===== src/rtl/core/ws2812_pixel_bit_encoder_defines.svh =====
// Assertion helpers shared by the encoder modules.
// Each expects a clock named clk and an active-low reset named rst_n in scope.
`ifndef WS2812_PIXEL_BIT_ENCODER_DEFINES_SVH
`define WS2812_PIXEL_BIT_ENCODER_DEFINES_SVH

// Same-cycle implication
`define WSENC_ASSERT_NOW(lbl, ante, cons, msg) \
  lbl: assert property (@(posedge clk) disable iff (!rst_n) (ante) |-> (cons)) \
    else $error(msg);

// Next-cycle implication
`define WSENC_ASSERT_NEXT(lbl, ante, cons, msg) \
  lbl: assert property (@(posedge clk) disable iff (!rst_n) (ante) |=> (cons)) \
    else $error(msg);

`endif


===== src/rtl/core/wsenc_pkg.sv =====
package wsenc_pkg;

  localparam int unsigned DataSymbols = 24;
  localparam int unsigned TickW       = 15;

  // Register reset values
  localparam logic [7:0]       BrightnessRst = 8'd50;
  localparam logic [TickW-1:0] ZeroHighRst   = 15'd4;
  localparam logic [TickW-1:0] ZeroLowRst    = 15'd8;
  localparam logic [TickW-1:0] OneHighRst    = 15'd7;
  localparam logic [TickW-1:0] OneLowRst     = 15'd6;
  localparam logic [TickW-1:0] ResetTickRst  = 15'd500;

  typedef enum logic [2:0] {
    REG_BRIGHTNESS = 3'd0,
    REG_ZERO_HIGH  = 3'd1,
    REG_ZERO_LOW   = 3'd2,
    REG_ONE_HIGH   = 3'd3,
    REG_ONE_LOW    = 3'd4,
    REG_RESET      = 3'd5
  } wsenc_reg_t;

  typedef struct packed {
    logic [7:0] red;
    logic [7:0] green;
    logic [7:0] blue;
    logic       last_led;
  } wsenc_pix_t;

  typedef struct packed {
    logic             first_level;
    logic [TickW-1:0] first_ticks;
    logic             second_level;
    logic [TickW-1:0] second_ticks;
    logic             last;
  } wsenc_sym_t;

  typedef struct packed {
    logic [2:0]       index;
    logic [TickW-1:0] value;
  } wsenc_cfg_wr_t;

  // Scaled colour word (green, red, blue) and frame flag, as queued
  typedef struct packed {
    logic [DataSymbols-1:0] word;
    logic                   last_led;
  } wsenc_item_t;

  // Tick settings handed to the serialiser
  typedef struct packed {
    logic [TickW-1:0] zero_high;
    logic [TickW-1:0] zero_low;
    logic [TickW-1:0] one_high;
    logic [TickW-1:0] one_low;
    logic [TickW-1:0] reset_low;
  } wsenc_timing_t;

  // floor(p / 255) for p <= 255*255
  function automatic logic [7:0] div255(input logic [15:0] p);
    logic [16:0] s;
    s = 17'(p) + 17'(p[15:8]) + 17'd1;
    return s[15:8];
  endfunction

endpackage


===== src/rtl/core/wsenc_stream_if.sv =====
interface wsenc_stream_if #(
  parameter type T = logic
) ();
  logic valid;
  logic ready;
  T     data;

  modport source (output valid, output data, input ready);
  modport sink   (input valid, input data, output ready);
endinterface


===== src/rtl/core/wsenc_front.sv =====
`include "ws2812_pixel_bit_encoder_defines.svh"

module wsenc_front
  import wsenc_pkg::*;
(
  input  logic        clk,
  input  logic        rst_n,
  input  logic [7:0]  brightness,
  input  logic        pix_valid,
  output logic        pix_ready,
  input  wsenc_pix_t  pix,
  output logic        push_valid,
  input  logic        push_ready,
  output wsenc_item_t push_item
);

  logic        s1_valid_r, s1_valid_nxt;
  logic [15:0] prod_r_r, prod_g_r, prod_b_r;
  logic        last_r;
  logic        take;

  assign pix_ready    = !s1_valid_r || push_ready;
  assign take         = pix_valid && pix_ready;
  assign s1_valid_nxt = take || (s1_valid_r && !push_ready);

  always_ff @(posedge clk) begin
    if (!rst_n) begin
      s1_valid_r <= 1'b0;
    end else begin
      s1_valid_r <= s1_valid_nxt;
    end
  end

  // products of each channel with brightness
  always_ff @(posedge clk) begin
    if (take) begin
      prod_r_r <= 16'(pix.red)   * 16'(brightness);
      prod_g_r <= 16'(pix.green) * 16'(brightness);
      prod_b_r <= 16'(pix.blue)  * 16'(brightness);
      last_r   <= pix.last_led;
    end
  end

  // green, red, blue: most significant byte goes out first
  assign push_valid         = s1_valid_r;
  assign push_item.word     = {div255(prod_g_r), div255(prod_r_r), div255(prod_b_r)};
  assign push_item.last_led = last_r;

  `WSENC_ASSERT_NEXT(a_front_hold, s1_valid_r && !push_ready,
    s1_valid_r && $stable(prod_g_r) && $stable(last_r), "front stage lost a stalled item")

endmodule


===== src/rtl/core/wsenc_queue.sv =====
`include "ws2812_pixel_bit_encoder_defines.svh"

module wsenc_queue
  import wsenc_pkg::*;
#(
  parameter int unsigned DEPTH = 2
) (
  input  logic        clk,
  input  logic        rst_n,
  input  logic        push_valid,
  output logic        push_ready,
  input  wsenc_item_t push_item,
  output logic        head_valid,
  input  logic        pop,
  output wsenc_item_t head
);

  localparam int unsigned PtrW = (DEPTH > 1) ? $clog2(DEPTH) : 1;
  localparam int unsigned CntW = $clog2(DEPTH + 1);

  wsenc_item_t         slot_r [DEPTH];
  logic [PtrW-1:0]     wr_ptr_r, wr_ptr_nxt, rd_ptr_r, rd_ptr_nxt;
  logic [CntW-1:0]     count_r, count_nxt;
  logic                do_push, do_pop;

  assign push_ready = count_r != CntW'(DEPTH);
  assign head_valid = count_r != '0;
  assign head       = slot_r[rd_ptr_r];
  assign do_push    = push_valid && push_ready;
  assign do_pop     = pop && head_valid;

  always_comb begin
    wr_ptr_nxt = wr_ptr_r;
    rd_ptr_nxt = rd_ptr_r;
    count_nxt  = count_r;
    if (do_push) begin
      wr_ptr_nxt = (wr_ptr_r == PtrW'(DEPTH - 1)) ? '0 : wr_ptr_r + 1'b1;
    end
    if (do_pop) begin
      rd_ptr_nxt = (rd_ptr_r == PtrW'(DEPTH - 1)) ? '0 : rd_ptr_r + 1'b1;
    end
    if (do_push && !do_pop) begin
      count_nxt = count_r + 1'b1;
    end else if (do_pop && !do_push) begin
      count_nxt = count_r - 1'b1;
    end
  end

  always_ff @(posedge clk) begin
    if (!rst_n) begin
      wr_ptr_r <= '0;
      rd_ptr_r <= '0;
      count_r  <= '0;
    end else begin
      wr_ptr_r <= wr_ptr_nxt;
      rd_ptr_r <= rd_ptr_nxt;
      count_r  <= count_nxt;
    end
  end

  always_ff @(posedge clk) begin
    if (do_push) begin
      slot_r[wr_ptr_r] <= push_item;
    end
  end

  `WSENC_ASSERT_NEXT(a_queue_fill, do_push && !do_pop,
    count_r == $past(count_r) + 1'b1, "queue count failed to track a push")

endmodule


===== src/rtl/core/wsenc_back.sv =====
`include "ws2812_pixel_bit_encoder_defines.svh"

module wsenc_back
  import wsenc_pkg::*;
(
  input  logic          clk,
  input  logic          rst_n,
  input  wsenc_timing_t timing,
  input  logic          head_valid,
  input  wsenc_item_t   head,
  output logic          pop,
  output logic          out_valid,
  input  logic          out_ready,
  output wsenc_sym_t    out_sym
);

  localparam int unsigned IdxW = $clog2(DataSymbols + 1);

  logic [IdxW-1:0]        idx_r, idx_nxt;
  logic                   out_valid_r, out_valid_nxt;
  wsenc_sym_t             sym_r, sym_nxt;
  logic [DataSymbols-1:0] shifted;
  logic                   emit, is_reset, final_sym, bit_val;

  assign emit      = head_valid && (!out_valid_r || out_ready);
  assign is_reset  = idx_r == IdxW'(DataSymbols);
  assign final_sym = is_reset || (idx_r == IdxW'(DataSymbols - 1) && !head.last_led);
  assign shifted   = head.word << idx_r;
  assign bit_val   = shifted[DataSymbols-1];
  assign pop       = emit && final_sym;

  always_comb begin
    idx_nxt       = idx_r;
    out_valid_nxt = out_valid_r && !out_ready;
    sym_nxt       = sym_r;
    if (emit) begin
      idx_nxt              = final_sym ? '0 : idx_r + 1'b1;
      out_valid_nxt        = 1'b1;
      sym_nxt.first_level  = !is_reset;
      sym_nxt.second_level = 1'b0;
      sym_nxt.last         = final_sym;
      if (is_reset) begin
        sym_nxt.first_ticks  = timing.reset_low;
        sym_nxt.second_ticks = '0;
      end else if (bit_val) begin
        sym_nxt.first_ticks  = timing.one_high;
        sym_nxt.second_ticks = timing.one_low;
      end else begin
        sym_nxt.first_ticks  = timing.zero_high;
        sym_nxt.second_ticks = timing.zero_low;
      end
    end
  end

  always_ff @(posedge clk) begin
    if (!rst_n) begin
      idx_r       <= '0;
      out_valid_r <= 1'b0;
    end else begin
      idx_r       <= idx_nxt;
      out_valid_r <= out_valid_nxt;
    end
  end

  always_ff @(posedge clk) begin
    sym_r <= sym_nxt;
  end

  assign out_valid = out_valid_r;
  assign out_sym   = sym_r;

  `WSENC_ASSERT_NOW(a_reset_sym_owner, idx_r == IdxW'(DataSymbols),
    head_valid && head.last_led, "reset symbol pending without a last LED at the head")
  `WSENC_ASSERT_NOW(a_idx_range, 1'b1,
    idx_r <= IdxW'(DataSymbols), "symbol index ran past the reset symbol")

endmodule


===== src/rtl/core/ws2812_pixel_bit_encoder.sv =====
// LED bit encoder: each transaction on in_pix is one LED colour. Red, green
// and blue are scaled by the brightness register as c*brightness/255
// (truncated) and sent green, red, blue, most significant bit first, as 24
// pulse symbols on out_sym: line high for the one- or zero-bit high time,
// then low for the matching low time. An LED flagged last_led is followed by
// a 25th symbol, low for reset_ticks and then low for 0 ticks. The final
// symbol of every LED carries last. Datapath: the front stage registers the
// three 8x8 products, then divides by 255 with a shift-and-add and queues the
// scaled word; the serialiser reads the queue head and emits one symbol per
// cycle into an output register unless the queue is empty or out_sym stalls.
// The first symbol of an LED passes the product register, a queue slot and
// the output register; sustained, the serialiser's output sets how fast LEDs
// are taken. Back-pressure on out_sym stalls the serialiser; the queue
// (QUEUE_DEPTH entries) lets the front keep taking LEDs until it fills.
// Configuration writes on cfg_wr are always taken (ready held high); indices
// beyond the register list are dropped and wide values keep their low bits.
// Write configuration only while no LED is in flight.
module ws2812_pixel_bit_encoder
  import wsenc_pkg::*;
#(
  parameter int unsigned QUEUE_DEPTH = 2
) (
  input  logic          clk,
  input  logic          rst_n,
  wsenc_stream_if.sink   in_pix,
  wsenc_stream_if.source out_sym,
  wsenc_stream_if.sink   cfg_wr
);

  logic [7:0]    brightness_r;
  wsenc_timing_t timing_r;
  wsenc_cfg_wr_t cfg;
  wsenc_pix_t    pix;
  wsenc_sym_t    sym;

  logic          push_valid, push_ready, head_valid, pop;
  wsenc_item_t   push_item, head;

  assign cfg          = cfg_wr.data;
  assign pix          = in_pix.data;
  assign cfg_wr.ready = 1'b1;

  // Register file: decode the index, keep the low bits of the value
  always_ff @(posedge clk) begin
    if (!rst_n) begin
      brightness_r       <= BrightnessRst;
      timing_r.zero_high <= ZeroHighRst;
      timing_r.zero_low  <= ZeroLowRst;
      timing_r.one_high  <= OneHighRst;
      timing_r.one_low   <= OneLowRst;
      timing_r.reset_low <= ResetTickRst;
    end else if (cfg_wr.valid) begin
      unique case (cfg.index)
        REG_BRIGHTNESS: brightness_r       <= cfg.value[7:0];
        REG_ZERO_HIGH:  timing_r.zero_high <= cfg.value;
        REG_ZERO_LOW:   timing_r.zero_low  <= cfg.value;
        REG_ONE_HIGH:   timing_r.one_high  <= cfg.value;
        REG_ONE_LOW:    timing_r.one_low   <= cfg.value;
        REG_RESET:      timing_r.reset_low <= cfg.value;
        default: ;
      endcase
    end
  end

  // Front: accept, scale and pack each LED
  wsenc_front u_front (
    .clk        (clk),
    .rst_n      (rst_n),
    .brightness (brightness_r),
    .pix_valid  (in_pix.valid),
    .pix_ready  (in_pix.ready),
    .pix        (pix),
    .push_valid (push_valid),
    .push_ready (push_ready),
    .push_item  (push_item)
  );

  // Queue between the two halves
  wsenc_queue #(
    .DEPTH (QUEUE_DEPTH)
  ) u_queue (
    .clk        (clk),
    .rst_n      (rst_n),
    .push_valid (push_valid),
    .push_ready (push_ready),
    .push_item  (push_item),
    .head_valid (head_valid),
    .pop        (pop),
    .head       (head)
  );

  // Back: serialise the head word into pulse symbols
  wsenc_back u_back (
    .clk        (clk),
    .rst_n      (rst_n),
    .timing     (timing_r),
    .head_valid (head_valid),
    .head       (head),
    .pop        (pop),
    .out_valid  (out_sym.valid),
    .out_ready  (out_sym.ready),
    .out_sym    (sym)
  );

  assign out_sym.data = sym;

endmodule

===== src/flat_wrapper.sv =====
// flat-port wrapper written by rule: the top's interface ports become plain ports
module ws2812_pixel_bit_encoder_flat import wsenc_pkg::*;
#(
  parameter int unsigned QUEUE_DEPTH = 2
)
  (clk, rst_n, in_pix_valid, in_pix_data, in_pix_ready, out_sym_valid, out_sym_data, out_sym_ready, cfg_wr_valid, cfg_wr_data, cfg_wr_ready);
  wsenc_stream_if in_pix_i ();
  wsenc_stream_if out_sym_i ();
  wsenc_stream_if cfg_wr_i ();
  input  logic clk;
  input  logic rst_n;
  input wire logic [$bits(in_pix_i.valid)-1:0] in_pix_valid;
  input wire logic [$bits(in_pix_i.data)-1:0] in_pix_data;
  output wire logic [$bits(in_pix_i.ready)-1:0] in_pix_ready;
  output wire logic [$bits(out_sym_i.valid)-1:0] out_sym_valid;
  output wire logic [$bits(out_sym_i.data)-1:0] out_sym_data;
  input wire logic [$bits(out_sym_i.ready)-1:0] out_sym_ready;
  input wire logic [$bits(cfg_wr_i.valid)-1:0] cfg_wr_valid;
  input wire logic [$bits(cfg_wr_i.data)-1:0] cfg_wr_data;
  output wire logic [$bits(cfg_wr_i.ready)-1:0] cfg_wr_ready;
  assign in_pix_i.valid = in_pix_valid;
  assign in_pix_i.data = in_pix_data;
  assign in_pix_ready = in_pix_i.ready;
  assign out_sym_valid = out_sym_i.valid;
  assign out_sym_data = out_sym_i.data;
  assign out_sym_i.ready = out_sym_ready;
  assign cfg_wr_i.valid = cfg_wr_valid;
  assign cfg_wr_i.data = cfg_wr_data;
  assign cfg_wr_ready = cfg_wr_i.ready;
  ws2812_pixel_bit_encoder #(.QUEUE_DEPTH(QUEUE_DEPTH)) u_core (.clk(clk), .rst_n(rst_n), .in_pix(in_pix_i), .out_sym(out_sym_i), .cfg_wr(cfg_wr_i));
endmodule

===== config.mk =====
export PLATFORM = sky130hd
export DESIGN_NAME = ws2812_pixel_bit_encoder_flat
export DESIGN_NICKNAME = d
export VERILOG_FILES = /design/src/rtl/core/wsenc_pkg.sv /design/src/rtl/core/wsenc_stream_if.sv /design/src/rtl/core/wsenc_front.sv /design/src/rtl/core/wsenc_queue.sv /design/src/rtl/core/wsenc_back.sv /design/src/rtl/core/ws2812_pixel_bit_encoder.sv /design/src/flat_wrapper.sv
export VERILOG_INCLUDE_DIRS = /design/src /design/src/rtl/core
export SDC_FILE = /design/constraint.sdc
export NUM_CORES = 1
export LEC_CHECK = 0
export BUFFER_PORTS_ARGS = -buffer_cell sky130_fd_sc_hd__buf_2
export CORE_AREA = 2 2 190 145
export CTS_BUF_LIST = sky130_fd_sc_hd__clkbuf_8
export DETAILED_ROUTE_END_ITERATION = 8
export DIE_AREA = 0 0 192 147
export GPL_ROUTABILITY_DRIVEN = 0
export GPL_TIMING_DRIVEN = 0
export SYNTH_ARGS = -nofsm -noshare
export SYNTH_HDL_FRONTEND = slang
export SYNTH_HIERARCHICAL = 1
export SYNTH_SLANG_ARGS = --single-unit

===== constraint.sdc =====
create_clock -name clk -period 3.5 [get_ports clk]
set_input_delay 0.525 -clock clk [delete_from_list [all_inputs] [get_ports clk]]
set_output_delay 0.525 -clock clk [all_outputs]
set_load 0.02 [all_outputs]

==> impl_metrics.toml, run 1 <==
[finish]
final_area_um2 = 1300
drive_above_1_share_pct = 23.6
post_layout_nonfiller_instances = 441
final_core_util_pct = 4.89
area_growth_pct = 69.4
final_nets = 100

[global_route]
grt_util_all_layers_pct = 1.33
grt_pass1_vias = 515
grt_max_degree = 10
overflow = 0
grt_pass1_wl_um = 2460
antenna_found_initial = 1

[setup_path]
crit_buf_inv = 2
cp_cell_sequence = "buf_2, buf_2, mux2_2, nor4b_1, o21ai_0, nor2_1, o21ai_1, ha_1, or3_1, a21boi_1"
cp.required_ns = 3.68
start_kind = "flip-flop"
arrival_ns = 2.52
cp_slowest_cell = "or3_1"
cp-end-kind = "flip-flop"
worstPathMaxFanout = 3
worstSetupPathType = "reg2reg"
slowest_delay_ns = 0.35
path_common_cell = "buf_2"
crit_family = "simple AND/OR/NAND/NOR gates"

[detailed_routing]
via_per_inst = 1.14
first_iter_violations = 13
ant_nets = 0
dr.pass1.iters = 3
drt-total-wl_um = 1480
vias = 502
wl_per_cell_um = 3.36
drc = 0

[synthesis]
syn_avg_cell_area_um2 = 9.82
ys_warn_count = 6
syn_area_um2 = 766
synth_fp_nets = 88
postSynthCellCount = 78

[run_status]
status = "completed"

[sta]
slew_headroom_pct = 60.3
rsz0062_at_grt = "false"
finalMaxSlewViolations = 0
finalSetupViolCount = 0
min_period_ns = 2.33
worstMarginPinSlew_ns = 0.589
fin_crit_sh_pct = 66.6
finClkSkew_ns = 0.00260
fmax_ghz = 0.429
hold_violations = 0
setup_tns_ns = 0

[floorplan]
start_util_pct = 2.88
die_w_um = 192
fp.dieH_um = 147
die_area_um2 = 28200
row_count = 52
io_pins = 11
core_area_um2 = 26500

[power_and_ir_drop]
p_per_area_nw_per_um2 = 337
ir_drop_uv = 84.8
p_leak_nw = 0.384
finalPower_uw = 437

[job]
cap_violations = 0

[min_path]
hp-class = "in2reg"

[cts]
clock_tree.root_cell = "clkbuf_8"
cts.sinks = 16
numCtsBuffers = 3
cts_tree = "built"
post_cts_buffers = 0
clk_latency_ns = 0.25
htreeDepth = 1
cts.hold.buffers_added = 0
clk_path_buf_depth = 2
clkSlewWorstSetupHoldPaths_ns = 0.06
cts_resized = 0

[placed_design]
hpwl_um = 1230
io_buffers = 7
dpl.cell_count = 436
placed_area_um2 = 1240
-- sequential cells by signal (all words and copies together), names as in the netlist, named ones only --
name / count
u_core/u_front/push_valid: 1
u_core/u_queue/rd_ptr_r: 1
u_core/u_back/out_valid: 1
u_core/u_back/idx_r: 5
u_core/u_back/out_sym: 1
u_core/u_front/last_r: 1
u_core/u_queue/wr_ptr_r: 1
u_core/u_queue/slot_r: 2
u_core/u_queue/count_r: 2
-- metrics by stage --
step	hold slack, ns	worst slack (ns)
final	0.455	1.17
after global routing	0.449	0.944
after CTS	0.448	1.14
after detailed placement	0.515	1.16
after global placement	0.492	1.18
after floorplan	0.473	1.36
-- final cells by class --
| cell class | instances | area [µm²] |
|---|---|---|
| Sequential cell | 16 | 360 |
| Multi-Input combinational cell | 47 | 324 |
| Fill cell | 3170 | 25200 |
| Clock buffer | 4 | 55.1 |
| Antenna cell | 1 | 2.50 |
| Timing Repair Buffer | 7 | 35.0 |
| Inverter | 8 | 30.0 |
| Tap cell | 351 | 439 |
| Buffer | 7 | 51.3 |
-- worst paths after layout --
path	from	to	slack, ns	cells past startpoint
min	in_pix_data	u_core/u_front/last_r	0.45	1
max reg2reg	flip-flop	u_core/u_queue/count_r[1]	1.17	10
min reg2reg	u_core/u_back/idx_r[4]	u_core/u_back/idx_r[4]	0.52	2
max	flip-flop	u_core/u_queue/count_r[1]	1.17	10
-- cell usage in the layout, fill, tap and decap left out, types with 2 or more instances in the layout --
cell type	n
a21boi_0	3
and2_1	5
and3_1	2
buf_2	9
buf_4	2
buf_6	2
clkbuf_8	4
clkinv_1	2
dfxtp_1	12
edfxtp_1	4
ha_1	3
inv_1	6
nand2_1	2
nand2b_1	2
nand4_1	2
nor2_1	7
o21ai_0	3
xnor2_1	4
xor2_1	3
-- where the power goes --
| part | internal, mW | leakage (nW) | total (mW) | switching (mW) |
|---|---|---|---|---|
| Sequential | 0.202 | 0.136 | 0.212 | 0.00976 |
| Combinational | 0.0311 | 0.219 | 0.0631 | 0.0320 |
| Clock | 0.0997 | 0.0288 | 0.162 | 0.0621 |
| Total | 0.333 | 0.384 | 0.437 | 0.104 |
-- worst reg2reg max path: stages (launching register included) --
cell,delay [ns]
dfxtp_1,0.30
buf_2,0.08
buf_2,0.09
mux2_2,0.32
nor4b_1,0.25
o21ai_0,0.19
nor2_1,0.13
o21ai_1,0.10
ha_1,0.33
or3_1,0.35
a21boi_1,0.13
-- routing by layer --
| metal | global-route usage (%) | share of wire, % | up-vias | wire [µm] |
|---|---|---|---|---|
| li1 | - | - | 267 | - |
| met1 | 0.987 | 34 | 226 | 506 |
| met2 | 2.00 | 50 | 5 | 748 |
| met3 | 0.502 | 6.3 | 4 | 94 |
| met4 | 2.40 | 9.0 | 0 | 133 |
| met5 | 0 | 0 | - | 0 |
(Power assumes the default switching activity.)
==> inputs of run 2 (changes only) <==
PLACE_DENSITY = 0.67   (was unset)
clock period = 2.1 ns   (was 3.5 ns; I/O delays follow)
==> run 2 against run 1 <==
  * Largest power group unchanged
  * Fmax rose by 16%
  * Clock skew rose by 0.0041 ns
  * Global-route usage fell by 0.091 points
  * Register-to-register slack got worse by 1.1 ns
  * Die area did not move
  * Worst hold slack got worse by 0.22 ns
  * Routed wire length rose by 1.0%
  * Sequential share of layout area fell by 0.68 points
  * Final cell count rose by 0.23%
  * Setup slack got worse by 1.1 ns
  * Sequential power rose by 67%
==> impl_metrics.toml, run 2 (synthesized netlist as in run 1, its figures left out) <==
[global_route]
antenna_found_initial = 0
grt_util_all_layers_pct = 1.24
grt_pass1_wl_um = 2200
grt_pass1_vias = 473
grt_max_degree = 10
overflow = 0

[floorplan]
die_w_um = 192
row_count = 52
die_area_um2 = 28200
io_pins = 11
fp.dieH_um = 147
start_util_pct = 2.88
core_area_um2 = 26500

[cts]
numCtsBuffers = 3
clkSlewWorstSetupHoldPaths_ns = 0.06
clock_tree.root_cell = "clkbuf_8"
htreeDepth = 1
cts_tree = "built"
clk_latency_ns = 0.26
cts.hold.buffers_added = 0
clk_path_buf_depth = 2
cts.sinks = 16

[detailed_routing]
dr.pass1.iters = 2
first_iter_violations = 11
drt-total-wl_um = 1500
via_per_inst = 1.18
drc = 0
vias = 520
wl_per_cell_um = 3.39
ant_nets = 0

[finish]
area_growth_pct = 75.5
mostFrequentLayoutCell = "dfxtp_1"
final_nets = 102
largest_reg_flops = 5
antenna_cells = 0
final_cell_mix = "dfxtp_1, buf_2, nor2_1"
post_layout_nonfiller_instances = 442
drive_above_1_share_pct = 31.9
final_core_util_pct = 5.06
reg_top3 = "u_core/u_back/idx_r (5), u_core/u_queue/count_r (2), u_core/u_queue/slot_r (2)"
regMostFlops = "u_core/u_back/idx_r"

[setup_path]
crit_buf_inv = 0
start_kind = "flip-flop"
cp-end-kind = "flip-flop"
cp_slowest_cell = "edfxtp_1"
arrival_ns = 2.20
worstSetupPathType = "reg2reg"
crit_family = "simple AND/OR/NAND/NOR gates"
slowest_delay_ns = 0.36
cp_cell_sequence = "mux2_4, nor4b_4, o21ai_2, nor2_1, o21ai_1, ha_2, xor2_1, or3_1, a21boi_1"
worstPathMaxFanout = 2
cp.required_ns = 2.29

[sta]
setup_slack_ns = 0.0836
hold_violations = 0
finalSetupViolCount = 0
finClkSkew_ns = 0.00672
finalMaxSlewViolations = 0
rsz0062_at_grt = "true"
setup_tns_ns = 0
fmax_ghz = 0.496
fin_crit_sh_pct = 96.0
min_period_ns = 2.02

[placed_design]
dp_slack_ns = -0.138
io_buffers = 7
hpwl_um = 1120
dpl.cell_count = 436

[power_and_ir_drop]
p_per_area_nw_per_um2 = 547
p_leak_nw = 0.393
finalPower_uw = 735
ir_drop_uv = 158

[run_status]
status = "completed"

[job]
cap_violations = 0

[min_path]
hp-class = "in2reg"
[run 2: final timing paths]
kind              cells after the start  slack (ns)                   startpoint                     endpoint
setup reg to reg                      9        0.08  u_core/u_queue/slot_r[0][0]    u_core/u_queue/count_r[1]
setup / recovery                      9        0.08  u_core/u_queue/slot_r[0][0]    u_core/u_queue/count_r[1]
hold reg to reg                       1        0.53        u_core/u_front/last_r  u_core/u_queue/slot_r[1][0]
hold / removal                        1        0.24                  in_pix_data        u_core/u_front/last_r
[run 2: cell type report]
class | instances | area (µm²)
Sequential cell | 16 | 364
Timing Repair Buffer | 11 | 65.1
Inverter | 8 | 30.0
Fill cell | 3146 | 25200
Multi-Input combinational cell | 47 | 349
Buffer | 5 | 41.3
Tap cell | 351 | 439
Clock buffer | 4 | 55.1
[run 2: what timing repair did]
| action | 4_1_cts | 5_1_grt |
|---|---|---|
| pin swaps | 6 | 6 |
| gates cloned | 0 | 0 |
| setup buffers | 4 | 0 |
| resized for setup | 2 | 6 |
| endpoints found under the setup margin | 1 | 7 |
[run 2: routing by layer]
| metal | GRT usage, % | vias to the layer above | routed length (µm) |
|---|---|---|---|
| met5 | 0 | - | 0 |
| met4 | 2.40 | 0 | 141 |
| met2 | 2.04 | 5 | 869 |
| met3 | 0.358 | 5 | 27 |
| li1 | - | 270 | - |
| met1 | 0.784 | 240 | 460 |
[run 2: where the power goes]
group / internal (mW) / leakage, nW / switching, mW
clock: 0.167 / 0.0288 / 0.108
combinational: 0.0542 / 0.228 / 0.0522
sequential: 0.338 / 0.137 / 0.0157
total: 0.559 / 0.393 / 0.176
[run 2: through the flow]
stage	hold WS, ns	cell area (µm²)
final	0.237	1340
after floorplan	0.414	772
after global routing	0.226	1340
after CTS	0.225	1330
after detailed placement	0.494	1250
after global placement	0.496	1250
[run 2: worst register-to-register path: cells and delay by family, from the launching register on]
kind	cells	cell delay (ns)
and+or+nand+nor	3	0.64
DFF	1	0.36
AOI/OAI and AO/OA	3	0.34
muxes	1	0.29
adders and majority gates	1	0.19
xor gates and xnor gates	1	0.14
==> inputs of run 3 (changes only) <==
ABC_AREA = 1   (was unset)
CORE_AREA = 2 2 203 155   (was 2 2 190 145)
DIE_AREA = 0 0 205 157   (was 0 0 192 147)
==> run 3 against run 2 <==
  * Core utilization decreased by 0.38 points
  * Highest routed layer unchanged
  * Worst hold slack improved by 0.059 ns
  * Count of clock-buffer cells in the layout decreased by 1
  * Largest cell class unchanged
==> impl_metrics.toml, run 3 <==
[cts]
cts_tree = "built"
htreeDepth = 1
numCtsBuffers = 3
cts.hold.buffers_added = 0
clk_latency_ns = 0.24
clkSlewWorstSetupHoldPaths_ns = 0.06
cts.sinks = 16
clk_path_buf_depth = 2
clock_tree.root_cell = "clkbuf_8"

[sta]
setup_slack_ns = 0.137
worstMarginPinSlew_ns = 0.589
finalSetupViolCount = 0
hold_violations = 0
fmax_ghz = 0.510
finClkSkew_ns = 0.000718
min_period_ns = 1.96
fin_crit_sh_pct = 93.5
slew_headroom_pct = 60.3
finalMaxSlewViolations = 0

[finish]
mostFrequentLayoutCell = "inv_1"
antenna_cells = 0
area_growth_pct = 73.0
final_area_um2 = 1410
final_nets = 125
reg_top3 = "u_core/u_back/idx_r (5), u_core/u_queue/count_r (2), u_core/u_queue/slot_r (2)"
regMostFlops = "u_core/u_back/idx_r"
drive_above_1_share_pct = 20.2
largest_reg_flops = 5
final_cell_mix = "inv_1, nand2_1, nor2_1"

[power_and_ir_drop]
internal_power_uw = 505
clock_power_share_pct = 33.5
p_sw_uw = 165
p_leak_nw = 0.451
p_per_area_nw_per_um2 = 477
seqPwrFrac_pct = 52.0
ir_drop_uv = 166
power.share.switching_pct = 24.6
comb_power_share_pct = 14.5

[floorplan]
die_w_um = 205
core_area_um2 = 30000
fp.dieH_um = 157
start_util_pct = 2.71
io_pins = 11
row_count = 55
die_area_um2 = 32200

[placed_design]
dp_slack_ns = 0.0692
io_buffers = 7
hpwl_um = 1200
placed_area_um2 = 1350

[detailed_routing]
drc = 0
via_per_inst = 1.19
drt-total-wl_um = 1460
dr.pass1.iters = 4
vias = 613
ant_nets = 0
wl_per_cell_um = 2.85
first_iter_violations = 35

[setup_path]
worstSetupPathType = "reg2reg"
arrival_ns = 2.14
crit_buf_inv = 6
crit_family = "buffers and inverters"
ff2ff_setup_slack_ns = 0.14
worstPathMaxFanout = 3
cp_slowest_cell = "dfxtp_1"
start_kind = "flip-flop"
cp_cell_sequence = "buf_6, buf_12, mux2_4, inv_1, a31oi_2, nor2_1, o21a_1, inv_1, ha_1, inv_1, nand3_1, nand2_1, inv_1, nor2_1"
path_common_cell = "inv_1"
cp-end-kind = "flip-flop"
slowest_delay_ns = 0.30
cp.required_ns = 2.28

[global_route]
grt_util_all_layers_pct = 0.971
grt_pass1_wl_um = 2350
grt_max_degree = 10
overflow = 0
grt_pass1_vias = 513
antenna_found_initial = 0

[synthesis]
syn_area_um2 = 812
postSynthCellCount = 102
ys_warn_count = 6
synth_fp_nets = 112
syn_avg_cell_area_um2 = 7.96

[run_status]
status = "completed"

[min_path]
hp-class = "in2reg"

[job]
cap_violations = 0
-- run 3: power by group through the flow --
| stage | sequential (mW) | clock, mW | combinational (mW) |
|---|---|---|---|
| floorplan | 0.356 | 0 | 0.0704 |
| global placement | 0.355 | 0 | 0.0954 |
| detailed placement | 0.356 | 0 | 0.0983 |
| CTS | 0.349 | 0.240 | 0.0984 |
| global route | 0.352 | 0.252 | 0.114 |
| finish | 0.348 | 0.225 | 0.0970 |
-- run 3: timing repair --
action | CTS | global route
gates resized for setup | 0 | 1
setup buffers | 0 | 1
endpoints found under the hold margin | 0 | 0
endpoints found under the setup margin | 0 | 2
-- run 3: stage by stage --
| step | setup TNS, ns | util [%] | total power [mW] | hold WS, ns | cells |
|---|---|---|---|---|---|
| floorplan | 0 | - | 0.426 | 0.414 | 102 |
| global placement | 0 | 4.49 | 0.450 | 0.478 | 508 |
| detailed placement | 0 | 4.49 | 0.454 | 0.489 | 508 |
| CTS | 0 | 4.64 | 0.688 | 0.325 | 512 |
| global route | -0.00267 | 4.68 | 0.718 | 0.301 | 513 |
| finish | 0 | 4.68 | 0.670 | 0.296 | 513 |
-- run 3: cell type report --
| type | count | area (µm²) |
|---|---|---|
| sequential | 16 | 360 |
| multi-input combinational | 57 | 305 |
| tap | 399 | 499 |
| fill | 3596 | 28600 |
| timing repair buffer | 8 | 42.5 |
| buffer | 7 | 70.1 |
| clock inverter | 1 | 3.75 |
| clock buffer | 3 | 41.3 |
| inverter | 22 | 82.6 |
-- run 3: metal layers --
metal	part of all wire (%)	GRT usage (%)
met5	0	0
met3	4.4	0.373
met2	51	1.67
met4	1.8	0.514
met1	43	1.03
-- run 3: worst paths after layout --
check                          start                        end  cells past startpoint
max                        flip-flop  u_core/u_queue/count_r[1]                     14
min                      in_pix_data      u_core/u_front/last_r                      1
max reg2reg                flip-flop  u_core/u_queue/count_r[1]                     14
min reg2reg  u_core/u_queue/rd_ptr_r                  flip-flop                      2
-- run 3: worst reg2reg max path, stage by stage (launching register included) --
cell,delay [ns]
dfxtp_1,0.30
buf_6,0.11
buf_12,0.11
mux2_4,0.28
inv_1,0.06
a31oi_2,0.10
nor2_1,0.11
o21a_1,0.15
inv_1,0.05
ha_1,0.30
inv_1,0.08
nand3_1,0.07
nand2_1,0.06
inv_1,0.03
nor2_1,0.09
